## src/hdl/dfh_pkg.sv

```systemverilog
// ----------------------------------------------------------------------------
// dfh_pkg
// Shared types, constants and code tables of the fixed-Huffman compressor.
// ----------------------------------------------------------------------------
package dfh_pkg;

	localparam int POS_W       = 32;
	localparam int BUF_AW      = 16;
	localparam int BUF_ENTRIES = 65536;
	localparam int WIN_AW      = 15;
	localparam int WIN_ENTRIES = 32768;
	localparam int HASH_AW     = 15;
	localparam int HASH_ENTRIES = 32768;
	localparam int MIN_LEN     = 3;
	localparam int MAX_LEN     = 258;
	localparam int LEN_W       = 9;
	localparam int DIST_W      = 16;
	localparam int LIM_W       = 11;
	localparam int LIMIT_RST   = 64;
	localparam int ACC_W       = 40;
	localparam int CNT_W       = 6;
	localparam int CODE_W      = 9;
	localparam int BITS_W      = 18;
	localparam int NBITS_W     = 5;
	localparam int HDR_BITS    = 3;
	localparam int EOB_NBITS   = 7;

	localparam logic REQ_DATA   = 1'b0;
	localparam logic REQ_FINISH = 1'b1;

	localparam logic [CODE_W-1:0] LIT_LO_BASE = 9'h030;
	localparam logic [CODE_W-1:0] LIT_HI_BASE = 9'h190;
	localparam logic [CODE_W-1:0] LEN_HI_BASE = 9'h0C0;
	localparam int LIT_LO_MAX   = 143;
	localparam int LIT_HI_MIN   = 144;
	localparam int LEN_SYM0     = 257;
	localparam int LEN_SYM_7MAX = 279;
	localparam int LEN_LC_7MAX  = LEN_SYM_7MAX - LEN_SYM0;

	localparam int LEN_CODES  = 29;
	localparam int DIST_CODES = 30;

	localparam logic [LEN_W-1:0] LEN_BASE [LEN_CODES] = '{
		9'd3, 9'd4, 9'd5, 9'd6, 9'd7, 9'd8, 9'd9, 9'd10, 9'd11, 9'd13, 9'd15, 9'd17,
		9'd19, 9'd23, 9'd27, 9'd31, 9'd35, 9'd43, 9'd51, 9'd59, 9'd67, 9'd83, 9'd99,
		9'd115, 9'd131, 9'd163, 9'd195, 9'd227, 9'd258};
	localparam logic [2:0] LEN_EXTRA [LEN_CODES] = '{
		3'd0, 3'd0, 3'd0, 3'd0, 3'd0, 3'd0, 3'd0, 3'd0, 3'd1, 3'd1, 3'd1, 3'd1,
		3'd2, 3'd2, 3'd2, 3'd2, 3'd3, 3'd3, 3'd3, 3'd3, 3'd4, 3'd4, 3'd4, 3'd4,
		3'd5, 3'd5, 3'd5, 3'd5, 3'd0};
	localparam logic [DIST_W-1:0] DIST_BASE [DIST_CODES] = '{
		16'd1, 16'd2, 16'd3, 16'd4, 16'd5, 16'd7, 16'd9, 16'd13, 16'd17, 16'd25,
		16'd33, 16'd49, 16'd65, 16'd97, 16'd129, 16'd193, 16'd257, 16'd385, 16'd513,
		16'd769, 16'd1025, 16'd1537, 16'd2049, 16'd3073, 16'd4097, 16'd6145,
		16'd8193, 16'd12289, 16'd16385, 16'd24577};
	localparam logic [3:0] DIST_EXTRA [DIST_CODES] = '{
		4'd0, 4'd0, 4'd0, 4'd0, 4'd1, 4'd1, 4'd2, 4'd2, 4'd3, 4'd3, 4'd4, 4'd4,
		4'd5, 4'd5, 4'd6, 4'd6, 4'd7, 4'd7, 4'd8, 4'd8, 4'd9, 4'd9, 4'd10, 4'd10,
		4'd11, 4'd11, 4'd12, 4'd12, 4'd13, 4'd13};

	typedef enum logic [4:0] {
		ST_CLEAR, ST_IDLE, ST_CHK, ST_DEC, ST_INS_CHK, ST_H_RD0, ST_H_RD1, ST_H_RD2,
		ST_H_HEAD, ST_WALK, ST_CMP_RD, ST_CMP_CK, ST_CMP_DONE, ST_LINK, ST_EMIT,
		ST_LIT, ST_MATCH_D, ST_DRAIN, ST_EOB, ST_FLUSH
	} state_t;

	typedef enum logic [1:0] {WS_HASH01, WS_HASH2, WS_CMP, WS_POS} win_sel_t;

	typedef enum logic [2:0] {PUT_NONE, PUT_LIT, PUT_LEN, PUT_DIST, PUT_EOB} put_sel_t;

	typedef struct packed {
		logic [BITS_W-1:0]  bits;
		logic [NBITS_W-1:0] nbits;
	} code_t;

	typedef struct packed {
		logic     append;
		logic     set_fin;
		logic     dec_init;
		logic     hsrch;
		logic     cap_b01;
		logic     cap_hidx;
		logic     ins_wr;
		logic     cand_head;
		logic     cand_link;
		logic     cmp_start;
		logic     len_inc;
		logic     best_upd;
		logic     adv_match;
		logic     adv_lit;
		logic     push;
		logic     flush;
		logic     stream_clr;
		logic     clr_wr;
		win_sel_t win;
		put_sel_t put;
	} dp_cmd_t;

	typedef struct packed {
		logic can_append;
		logic avail_full;
		logic avail_ge3;
		logic pend;
		logic ins_more;
		logic walk_ok;
		logic len_lt_lim;
		logic bytes_eq;
		logic better;
		logic len_max;
		logic best_ge3;
		logic cnt_ge8;
		logic cnt_nz;
		logic out_free;
		logic clr_done;
	} dp_stat_t;

	// bit-reverse an n-bit Huffman code so it can be packed LSB first
	function automatic logic [CODE_W-1:0] rev_code(input logic [CODE_W-1:0] code,
		input logic [3:0] n);
		logic [CODE_W-1:0] r;
		for (int i = 0; i < CODE_W; i++) r[i] = code[CODE_W-1-i];
		return r >> (4'(CODE_W) - n);
	endfunction

	function automatic code_t lit_code(input logic [7:0] b);
		code_t c;
		logic [CODE_W-1:0] sc;
		logic [3:0] sn;
		if ({1'b0, b} <= 9'(LIT_LO_MAX)) begin
			sc = LIT_LO_BASE + {1'b0, b};
			sn = 4'd8;
		end else begin
			sc = LIT_HI_BASE + {1'b0, b} - 9'(LIT_HI_MIN);
			sn = 4'd9;
		end
		c.bits  = BITS_W'(rev_code(sc, sn));
		c.nbits = NBITS_W'(sn);
		return c;
	endfunction

	function automatic code_t len_code(input logic [LEN_W-1:0] len);
		code_t c;
		logic [4:0] lc;
		logic [CODE_W-1:0] sc;
		logic [3:0] sn;
		logic [LEN_W-1:0] ext;
		lc = '0;
		for (int i = 1; i < LEN_CODES; i++) if (len >= LEN_BASE[i]) lc = 5'(i);
		if (lc <= 5'(LEN_LC_7MAX)) begin
			sc = 9'(lc) + 9'd1;
			sn = 4'd7;
		end else begin
			sc = LEN_HI_BASE + 9'(lc) - 9'(LEN_LC_7MAX + 1);
			sn = 4'd8;
		end
		ext     = len - LEN_BASE[lc];
		c.bits  = BITS_W'(rev_code(sc, sn)) | (BITS_W'(ext) << sn);
		c.nbits = NBITS_W'(sn) + NBITS_W'(LEN_EXTRA[lc]);
		return c;
	endfunction

	function automatic code_t dist_code(input logic [DIST_W-1:0] d);
		code_t c;
		logic [4:0] dc;
		logic [DIST_W-1:0] ext;
		dc = '0;
		for (int i = 1; i < DIST_CODES; i++) if (d >= DIST_BASE[i]) dc = 5'(i);
		ext     = d - DIST_BASE[dc];
		c.bits  = BITS_W'(rev_code(9'(dc), 4'd5)) | (BITS_W'(ext) << 5);
		c.nbits = NBITS_W'(5) + NBITS_W'(DIST_EXTRA[dc]);
		return c;
	endfunction

	function automatic logic [HASH_AW-1:0] hash3(input logic [7:0] b0,
		input logic [7:0] b1, input logic [7:0] b2);
		logic [17:0] h;
		h = {b0, 10'd0} ^ {5'd0, b1, 5'd0} ^ {10'd0, b2};
		return h[HASH_AW-1:0];
	endfunction

endpackage

```

## src/hdl/dfh_ctrl.sv

```systemverilog
// ----------------------------------------------------------------------------
// dfh_ctrl
// Sequencer: append, hash insertion, chain walk, code emission, flush, clear.
// ----------------------------------------------------------------------------
module dfh_ctrl import dfh_pkg::*; (
	input  logic     clk,
	input  logic     arst_n,
	input  logic     req_valid,
	input  logic     req_type,
	output logic     req_ready,
	input  dp_stat_t stat,
	output dp_cmd_t  cmd
);

	state_t state_q, state_d;
	logic   hmode_q;

	always_ff @(posedge clk or negedge arst_n) begin
		if (!arst_n) begin
			state_q <= ST_CLEAR;
			hmode_q <= 1'b0;
		end else begin
			state_q <= state_d;
			if (state_q == ST_INS_CHK) begin
				hmode_q <= !stat.ins_more;
			end
		end
	end

	always_comb begin
		state_d = state_q;
		unique case (state_q)
			ST_CLEAR:    if (stat.clr_done) state_d = ST_IDLE;
			ST_IDLE: begin
				if (req_valid) begin
					if (req_type == REQ_DATA) begin
						state_d = stat.can_append ? ST_CHK : ST_IDLE;
					end else begin
						state_d = stat.pend ? ST_DEC : ST_EOB;
					end
				end
			end
			ST_CHK:      state_d = stat.avail_full ? ST_DEC : ST_IDLE;
			ST_DEC:      state_d = stat.avail_ge3 ? ST_INS_CHK : ST_EMIT;
			ST_INS_CHK:  state_d = ST_H_RD0;
			ST_H_RD0:    state_d = ST_H_RD1;
			ST_H_RD1:    state_d = ST_H_RD2;
			ST_H_RD2:    state_d = ST_H_HEAD;
			ST_H_HEAD:   state_d = hmode_q ? ST_WALK : ST_INS_CHK;
			ST_WALK:     state_d = stat.walk_ok ? ST_CMP_RD : ST_EMIT;
			ST_CMP_RD:   state_d = stat.len_lt_lim ? ST_CMP_CK : ST_CMP_DONE;
			ST_CMP_CK:   state_d = stat.bytes_eq ? ST_CMP_RD : ST_CMP_DONE;
			ST_CMP_DONE: state_d = (stat.better && stat.len_max) ? ST_EMIT : ST_LINK;
			ST_LINK:     state_d = ST_WALK;
			ST_EMIT:     state_d = stat.best_ge3 ? ST_MATCH_D : ST_LIT;
			ST_LIT:      state_d = ST_DRAIN;
			ST_MATCH_D:  state_d = ST_DRAIN;
			ST_DRAIN:    if (!stat.cnt_ge8) state_d = ST_IDLE;
			ST_EOB:      state_d = ST_FLUSH;
			ST_FLUSH:    if (!stat.cnt_nz) state_d = ST_CLEAR;
			default:     state_d = ST_CLEAR;
		endcase
	end

	always_comb begin
		cmd       = '0;
		cmd.hsrch = hmode_q;
		cmd.win   = WS_CMP;
		cmd.put   = PUT_NONE;
		req_ready = 1'b0;
		unique case (state_q)
			ST_CLEAR: cmd.clr_wr = 1'b1;
			ST_IDLE: begin
				req_ready = 1'b1;
				if (req_valid) begin
					if (req_type == REQ_DATA) begin
						cmd.append = stat.can_append;
					end else begin
						cmd.set_fin = 1'b1;
					end
				end
			end
			ST_DEC:     cmd.dec_init = 1'b1;
			ST_INS_CHK: cmd.hsrch = !stat.ins_more;
			ST_H_RD0:   cmd.win = WS_HASH01;
			ST_H_RD1: begin
				cmd.cap_b01 = 1'b1;
				cmd.win     = WS_HASH2;
			end
			ST_H_RD2:   cmd.cap_hidx = 1'b1;
			ST_H_HEAD: begin
				cmd.ins_wr    = !hmode_q;
				cmd.cand_head = hmode_q;
			end
			ST_WALK:     cmd.cmp_start = stat.walk_ok;
			ST_CMP_RD:   cmd.win = WS_CMP;
			ST_CMP_CK:   cmd.len_inc = stat.bytes_eq;
			ST_CMP_DONE: cmd.best_upd = 1'b1;
			ST_LINK:     cmd.cand_link = 1'b1;
			ST_EMIT: begin
				cmd.win = WS_POS;
				if (stat.best_ge3) begin
					cmd.put       = PUT_LEN;
					cmd.adv_match = 1'b1;
				end
			end
			ST_LIT: begin
				cmd.put     = PUT_LIT;
				cmd.adv_lit = 1'b1;
			end
			ST_MATCH_D: cmd.put = PUT_DIST;
			ST_DRAIN:   cmd.push = stat.cnt_ge8 && stat.out_free;
			ST_EOB:     cmd.put = PUT_EOB;
			ST_FLUSH: begin
				cmd.flush      = 1'b1;
				cmd.push       = stat.cnt_nz && stat.out_free;
				cmd.stream_clr = !stat.cnt_nz;
			end
			default: cmd = '0;
		endcase
	end

endmodule

```

## config.mk

```make
export PLATFORM = sky130hd
export DESIGN_NAME = dfh_ctrl
export DESIGN_NICKNAME = d
export VERILOG_FILES = /design/src/hdl/dfh_pkg.sv /design/src/hdl/dfh_ctrl.sv
export SDC_FILE = /design/constraint.sdc
export NUM_CORES = 1
export LEC_CHECK = 0
export BUFFER_PORTS_ARGS = -buffer_cell sky130_fd_sc_hd__buf_2
export CAP_MARGIN = 40
export CELL_PAD_IN_SITES_DETAIL_PLACEMENT = 1
export CELL_PAD_IN_SITES_GLOBAL_PLACEMENT = 2
export CORE_AREA = 2 2 65 67
export DETAILED_ROUTE_END_ITERATION = 12
export DIE_AREA = 0 0 67 69
export GPL_TIMING_DRIVEN = 0
export MAX_ROUTING_LAYER = met4
export PLACE_DENSITY_LB_ADDON = 0.12
export RECOVER_POWER = 100
export SYNTH_ARGS = -nofsm -noshare
export SYNTH_HDL_FRONTEND = slang
export SYNTH_SLANG_ARGS = --single-unit
export TNS_END_PERCENT = 30
```

## constraint.sdc

```tcl
create_clock -name clk -period 2.2 [get_ports clk]
set_clock_uncertainty 0.1 [all_clocks]
set_input_delay 0.55 -clock clk [delete_from_list [all_inputs] [get_ports clk]]
set_output_delay 0.55 -clock clk [all_outputs]
set_load 0.02 [all_outputs]
```

# --- After elaboration in Yosys (flattened, before gate mapping) ---
# Cells that the tools add are included.
classes:
  mux: 39
  n_reduce_logical: 11
  n_eq_ne: 23
ops:
  columns: ["cell", "n"]
  rows:
  - ["case mux 5 bit (19 select lines)", 1]
  - ["== test 5 x 4 -> 1 bit (second input constant)", 8]
  - ["two-way mux 5 bit", 7]
  - ["== test 5 x 3 -> 1 bit (second input constant)", 4]
  - ["== test 5 bit (second input constant)", 4]
  - ["OR reduction 18 bit", 1]
  - ["two-way mux 2 bit", 8]
  - ["OR reduction 16 bit", 1]
  - ["two-way mux 1 bit", 14]
  - ["case mux 3 bit (4 select lines)", 1]
  - ["== test 5 x 2 -> 1 bit (second input constant)", 2]
  - ["two-way mux 3 bit", 3]
  - ["two-way mux 4 bit", 2]
  - ["!= test 2 bit (second input constant)", 4]
  - ["case mux 2 bit (3 select lines)", 1]
  - ["== test 5 x 1 -> 1 bit (second input constant)", 1]
  - ["zero test 5 bit", 1]
  - ["case mux 1 bit (2 select lines)", 2]
  - ["AND reduction 4 bit", 1]
  - ["logical AND 1 bit", 3]
  - ["zero test 1 bit", 3]
  - ["OR reduction 2 bit", 1]
totals:
  in_bits: 19
  register_bits: 6
  out_inout_bits: 24
  word_cells: 75

# --- Logic depth before layout (Yosys ltp) ---
# Gate-level depths: netlist of run 1.
logic_depth:
  word_depth: 4
  depth_mapped: 7
  depth_no_buf: 6

# --- Worst setup path after synthesis of run 1 ---
# OpenSTA, ideal clock, no wires.
synth_timing:
  kind: "register to output"
  startpoint: "register state_q[0]"
  endpoint: "output port cmd[1] (netlist bit)"
  path_slack_ps: -174
  arrival_time_ps: 1724
  n_path_buf: 2
  t_required_ps: 1550
  path_stages_with_launch: 6
  path_cell_list: "dfrtp_1 buf_4 buf_2 nand2b_1 nor3_1 o21bai_1"
synth_rtl:
  columns: ["element", "line_no", "text"]
  rows:
  - ["start, declared", "dfh_ctrl.sv:15", "state_t state_q, state_d;"]
  - ["start signal, assigned", "dfh_ctrl.sv:23", "state_q <= state_d;"]
  - ["end, declared", "dfh_ctrl.sv:12", "output dp_cmd_t cmd"]

==> metrics.csv, run 1 <==
metric,value,unit
antenna_cells,0,
synth_nets,139,
num_io_pins,43,
synth_ff_type,dfrtp_1,
syn2layout_area_growth,72.20,%
dr.pass1.iters,4,
viasPerCell,4.996,
multi_input_area,691.9,sq um
clk_latency,220,ps
syn_avg_cell_area,7.163,sq um
die_w,67,um
drc,0,
regArea,153.9,sq um
p_per_area,1475,nW/um^2
numCtsBuffers,3,
cp_max_fo,5,
place_hpwl,2641,um
grt_max_degree,11,
post-route-util,37.82,%
critical_path_class,reg -> out,
initial_core_util,21.96,%
seq_area_frac_synth,17.47,%
required,1550,ps
fillCellCount,513,
syn_inst,120,
drt_iter0_drc,40,
startpoint,state_q[2],
async_flop_share,100.0,%
final_nets,204,
tritoncts,done,
antenna_found_initial,0,
crit_arrival,1650,ps
hp-class,in -> async,
cts.clk_slew.worst_paths,40,ps
final_layout_size_suffix_gt1_share,50.82,%
synth_edf_count,0,
hold_viol,0,
htree_num_levels,1,
die_h,69,um
fin_crit_sh,104.5,%
place.gp.congestion,0.7597,
rsz0062_at_grt,true,
vias,1164,
yosys_warnings,0,
dieArea,4623,sq um
cts_max_path_buffers,2,
rows,23,
cap_violations,0,
final_cell_mix,"buf_2 (33), buf_4 (22), nor2_1 (16)",
power,2183,uW
postRouteAntennaNets,0,
clock_sinks,6,
ys_types,48,
gr-total-overflow,0,
cts_hold_buffers,0,
fin_cells,233,
grt_first_pass_wirelength,5775,um
setup_viol,4,
violations,negative setup slack,
final_common_cell,buf_2,
core-area,3914,sq um
vdd_drop_max,576.0,uV
power.leakage,0.0007046,uW
tightestPinTransition,382.1,ps
critPathLaunchType,flop,
pre_cts_slack,-58.72,ps
outcome,finished with violations,
slew-limit-headroom,74.47,%
ys_ff_latch,6,
final.setup.tns,-286.1,ps
wl,3608,um
wl_per_cell,15.48,um
grt_usage,16.38,%
period_needed,2299,ps
grt_pass1_vias,1141,
root_buffer,clkbuf_8,
dp.cells,212,
r2r-start,state_q[2],
fin_ws,-98.91,ps
fmax,435.0,MHz
endpoint_kind,output port,
portBuffers,42,
synth.cell_area,859.6,sq um
maxSlewViolCount,0,
metrics by stage:
| step | hold WS [ps] | cell area [sq um] |
|---|---|---|
| 2_1_floorplan | 154.4 | 864.6 |
| 3_3_place_gp | 274.9 | 1137 |
| 3_5_place_dp | 277.7 | 1137 |
| 4_1_cts | 43.74 | 1349 |
| 5_1_grt | 106.8 | 1480 |
| 6_report | 93.86 | 1480 |
final timing paths:
path                                    to  slack (ps)  cells after the start
worst max-delay path               cmd[22]        -100                      5
worst min-delay path            state_q[0]          90                      1
worst max register to register  state_q[0]          80                      7
worst min register to register     hmode_q         560                      2
max in group asynchronous       state_q[1]        1650                      1
min in group clk                   hmode_q         420                      2
routing by layer:
metal,part of all wire [%],global-route usage (%),routed length (um),up-vias
met5,0,-,0,-
met3,4.2,1.631,151,0
met1,46,21.34,1652,563
met2,50,27.50,1804,35
li1,-,-,-,566
met4,0,2.721,0,0
cells by family after synthesis:
logic type                 after synthesis  synth area share, %
and+or+nand+nor                         55                34.21
AOI/OAI and AO/OA                       37                31.15
buffers and inverters                   16                9.897
DFF                                      6                17.47
muxes                                    5                6.113
adders and majority gates                1                1.165
final cells by class:
cell class | count | area share, %
plain buffers | 8 | 6.171
well taps | 50 | 4.227
repair buffers | 62 | 27.81
clock buffers | 3 | 2.790
inverters | 6 | 1.860
flip-flops and latches | 6 | 10.40
multi-input cells | 98 | 46.75
synthesized netlist by cell type, drive strengths merged, types with 3 or more instances:
cell | number | area share [%]
mux2i | 3 | 3.5
nand2 | 7 | 3.1
nand2b | 6 | 4.4
and3 | 3 | 2.2
a21oi | 6 | 3.5
buf | 9 | 6.3
o22ai | 4 | 2.9
o21ai | 9 | 5.2
nor3 | 6 | 3.5
inv | 5 | 2.2
nor2 | 18 | 7.9
dfrtp | 6 | 17
state kept, by name, indices dropped and copies added (netlist names):
register and flops:
state_q 5, hmode_q 1
timing repair:
action                     CTS  global route
resized for setup           24            25
gates cloned                 0             1
pin swaps                    5             5
setup endpoints to repair   20            22
setup buffers               13             6
power by group:
group          internal, uW  switching (uW)  total (uW)
clock network           117            45.3         163
registers               169            80.0         249
logic                   859             912        1770
total                  1150            1040        2180
critical path, cell delays in order (launching register included):
cell and delay, ps:
dfrtp_2 430, or3_4 380, or2_4 260, clkinv_4 50
and4b_1 190, buf_6 120
Power figures use the tool's default switching activity.
==> run 2: changes to the inputs <==
--- a/config.mk
+++ b/config.mk
@@ -9,9 +9,9 @@
 export CAP_MARGIN = 40
 export CELL_PAD_IN_SITES_DETAIL_PLACEMENT = 1
 export CELL_PAD_IN_SITES_GLOBAL_PLACEMENT = 2
-export CORE_AREA = 2 2 65 67
+export CORE_AREA = 2 2 62 64
 export DETAILED_ROUTE_END_ITERATION = 12
-export DIE_AREA = 0 0 67 69
+export DIE_AREA = 0 0 64 66
 export GPL_TIMING_DRIVEN = 0
 export MAX_ROUTING_LAYER = met4
 export PLACE_DENSITY_LB_ADDON = 0.12
==> constraint.sdc (replaced) <==
create_clock -name clk -period 2.7 [get_ports clk]
set_clock_uncertainty 0.1 [all_clocks]
set_input_delay 0.675 -clock clk [delete_from_list [all_inputs] [get_ports clk]]
set_output_delay 0.675 -clock clk [all_outputs]
set_load 0.02 [all_outputs]
==> metrics.csv, run 2 (synthesis gave the netlist of run 1 again) <==
metric,value,unit
p_int,607.6,uW
cts.clk_slew.worst_paths,50,ps
setup_viol,0,
vias,1061,
final_layout_size_suffix_gt1_share,30.95,%
initial_core_util,24.21,%
grt_pass1_vias,1084,
dieArea,4224,sq um
critPathLaunchType,flop,
cts_hold_buffers,0,
p_switching,726.3,uW
final_cell_mix,"buf_2 (32), nor2_1 (18), clkbuf_1 (14)",
r2r_setup_slack,680,ps
fillCellCount,467,
regMostFlops,state_q,
gr-total-overflow,0,
viasPerCell,4.912,
antenna_cells,0,
dr.pass1.iters,4,
tritoncts,done,
clockPowerShare,6.2,%
wl,3241,um
outcome,"finished, final reports clean",
grt_usage,16.65,%
cap_violations,0,
fin_cells,216,
stdcell_area,1159,sq um
num_io_pins,43,
crit_arrival,1820,ps
numCtsBuffers,3,
endpoint_kind,output port,
fin_crit_sh,96.00,%
period_needed,2592,ps
die_h,66,um
largestRegisters,"state_q (5), hmode_q (1)",
vdd_drop_max,310.7,uV
hold_slack,192.1,ps
cp_max_fo,8,
cts_max_path_buffers,2,
clock_sinks,6,
power.leakage,0.0005274,uW
die_w,64,um
rows,22,
power_frac_seq,12.4,%
place.gp.congestion,0.8372,
antenna_found_initial,0,
place_area,1130,sq um
tightestPinTransition,329.5,ps
largest_reg_flops,5,
portBuffers,42,
drc,0,
htree_num_levels,1,
wl_per_cell,15.00,um
grt_first_pass_wirelength,5478,um
hold_viol,0,
maxSlewViolCount,0,
rsz0062_at_grt,false,
syn2layout_area_growth,34.79,%
place_hpwl,2577,um
clk_latency,240,ps
postRouteAntennaNets,0,
slew-limit-headroom,77.85,%
root_buffer,clkbuf_4,
core-area,3551,sq um
final_common_cell,buf_2,
p_per_area,1151,nW/um^2
drt_iter0_drc,42,
hp-class,in -> async,
p_sw_share,54.45,%
fmax,385.8,MHz
dp.cells,210,
final.setup.tns,0,ps
combinationalPowerShare,81.4,%
final_nets,189,
grt_max_degree,11,
required,1920,ps
critical_path_class,reg -> out,
==> run 2: area by class of cell <==
| class | count | area, sq um | area share, % |
|---|---|---|---|
| Multi-Input combinational cell | 98 | 626.9 | 54.10 |
| Timing Repair Buffer | 45 | 212.7 | 18.36 |
| Sequential cell | 6 | 150.1 | 12.96 |
| Tap cell | 48 | 60.06 | 5.184 |
| Buffer | 10 | 58.81 | 5.076 |
| Inverter | 6 | 27.53 | 2.376 |
| Clock buffer | 3 | 22.52 | 1.944 |
==> run 2: final timing paths <==
check                                 from         end  cells past startpoint
worst max register to register  state_q[3]  state_q[0]                      7
max in group asynchronous           arst_n     hmode_q                      1
worst min-delay path                arst_n  state_q[0]                      1
worst max-delay path            state_q[2]     cmd[22]                      6
min in group clk                  stat[10]     hmode_q                      2
worst min register to register     hmode_q     hmode_q                      2
==> run 2: power by group through the flow <==
stage / clock, uW / sequential [uW] / combinational, uW
floorplan: 0 / 157 / 790
global placement: 0 / 168 / 1070
detailed placement: 0 / 167 / 1080
CTS: 88.6 / 166 / 1080
global route: 96.1 / 174 / 1200
finish: 82.9 / 166 / 1090
==> run 2: routing by layer <==
| metal | part of all wire (%) | track usage, % | vias to the layer above | wire [um] |
|---|---|---|---|---|
| li1 | - | - | 534 | - |
| met3 | 4.0 | 3.237 | 0 | 129 |
| met2 | 49 | 27.99 | 29 | 1590 |
| met1 | 47 | 21.82 | 498 | 1521 |
| met4 | 0 | 0.8152 | 0 | 0 |
| met5 | 0 | - | - | 0 |
==> run 2: worst max-delay path: stages (launching register included) <==
cell and delay [ps]:
dfrtp_1 360, buf_6 130, or3_4 380, or2_4 270
clkinv_4 70, and4b_1 190, clkbuf_2 160
==> run 2: repair_timing <==
item                                    CTS  global route
setup buffers                             0             3
resized for setup                         1             1
endpoints found under the setup margin    1             2
pin swaps                                 0             1
==> run 2: through the flow <==
| step | util, % | power [uW] | worst slack (ps) |
|---|---|---|---|
| after CTS | 32.49 | 1335 | 40.86 |
| final | 32.63 | 1334 | 108.0 |
| after global routing | 32.63 | 1468 | 15.44 |
| after global placement | 31.82 | 1237 | 289.1 |
| after floorplan | - | 946.8 | 201.2 |
| after detailed placement | 31.82 | 1243 | 269.5 |
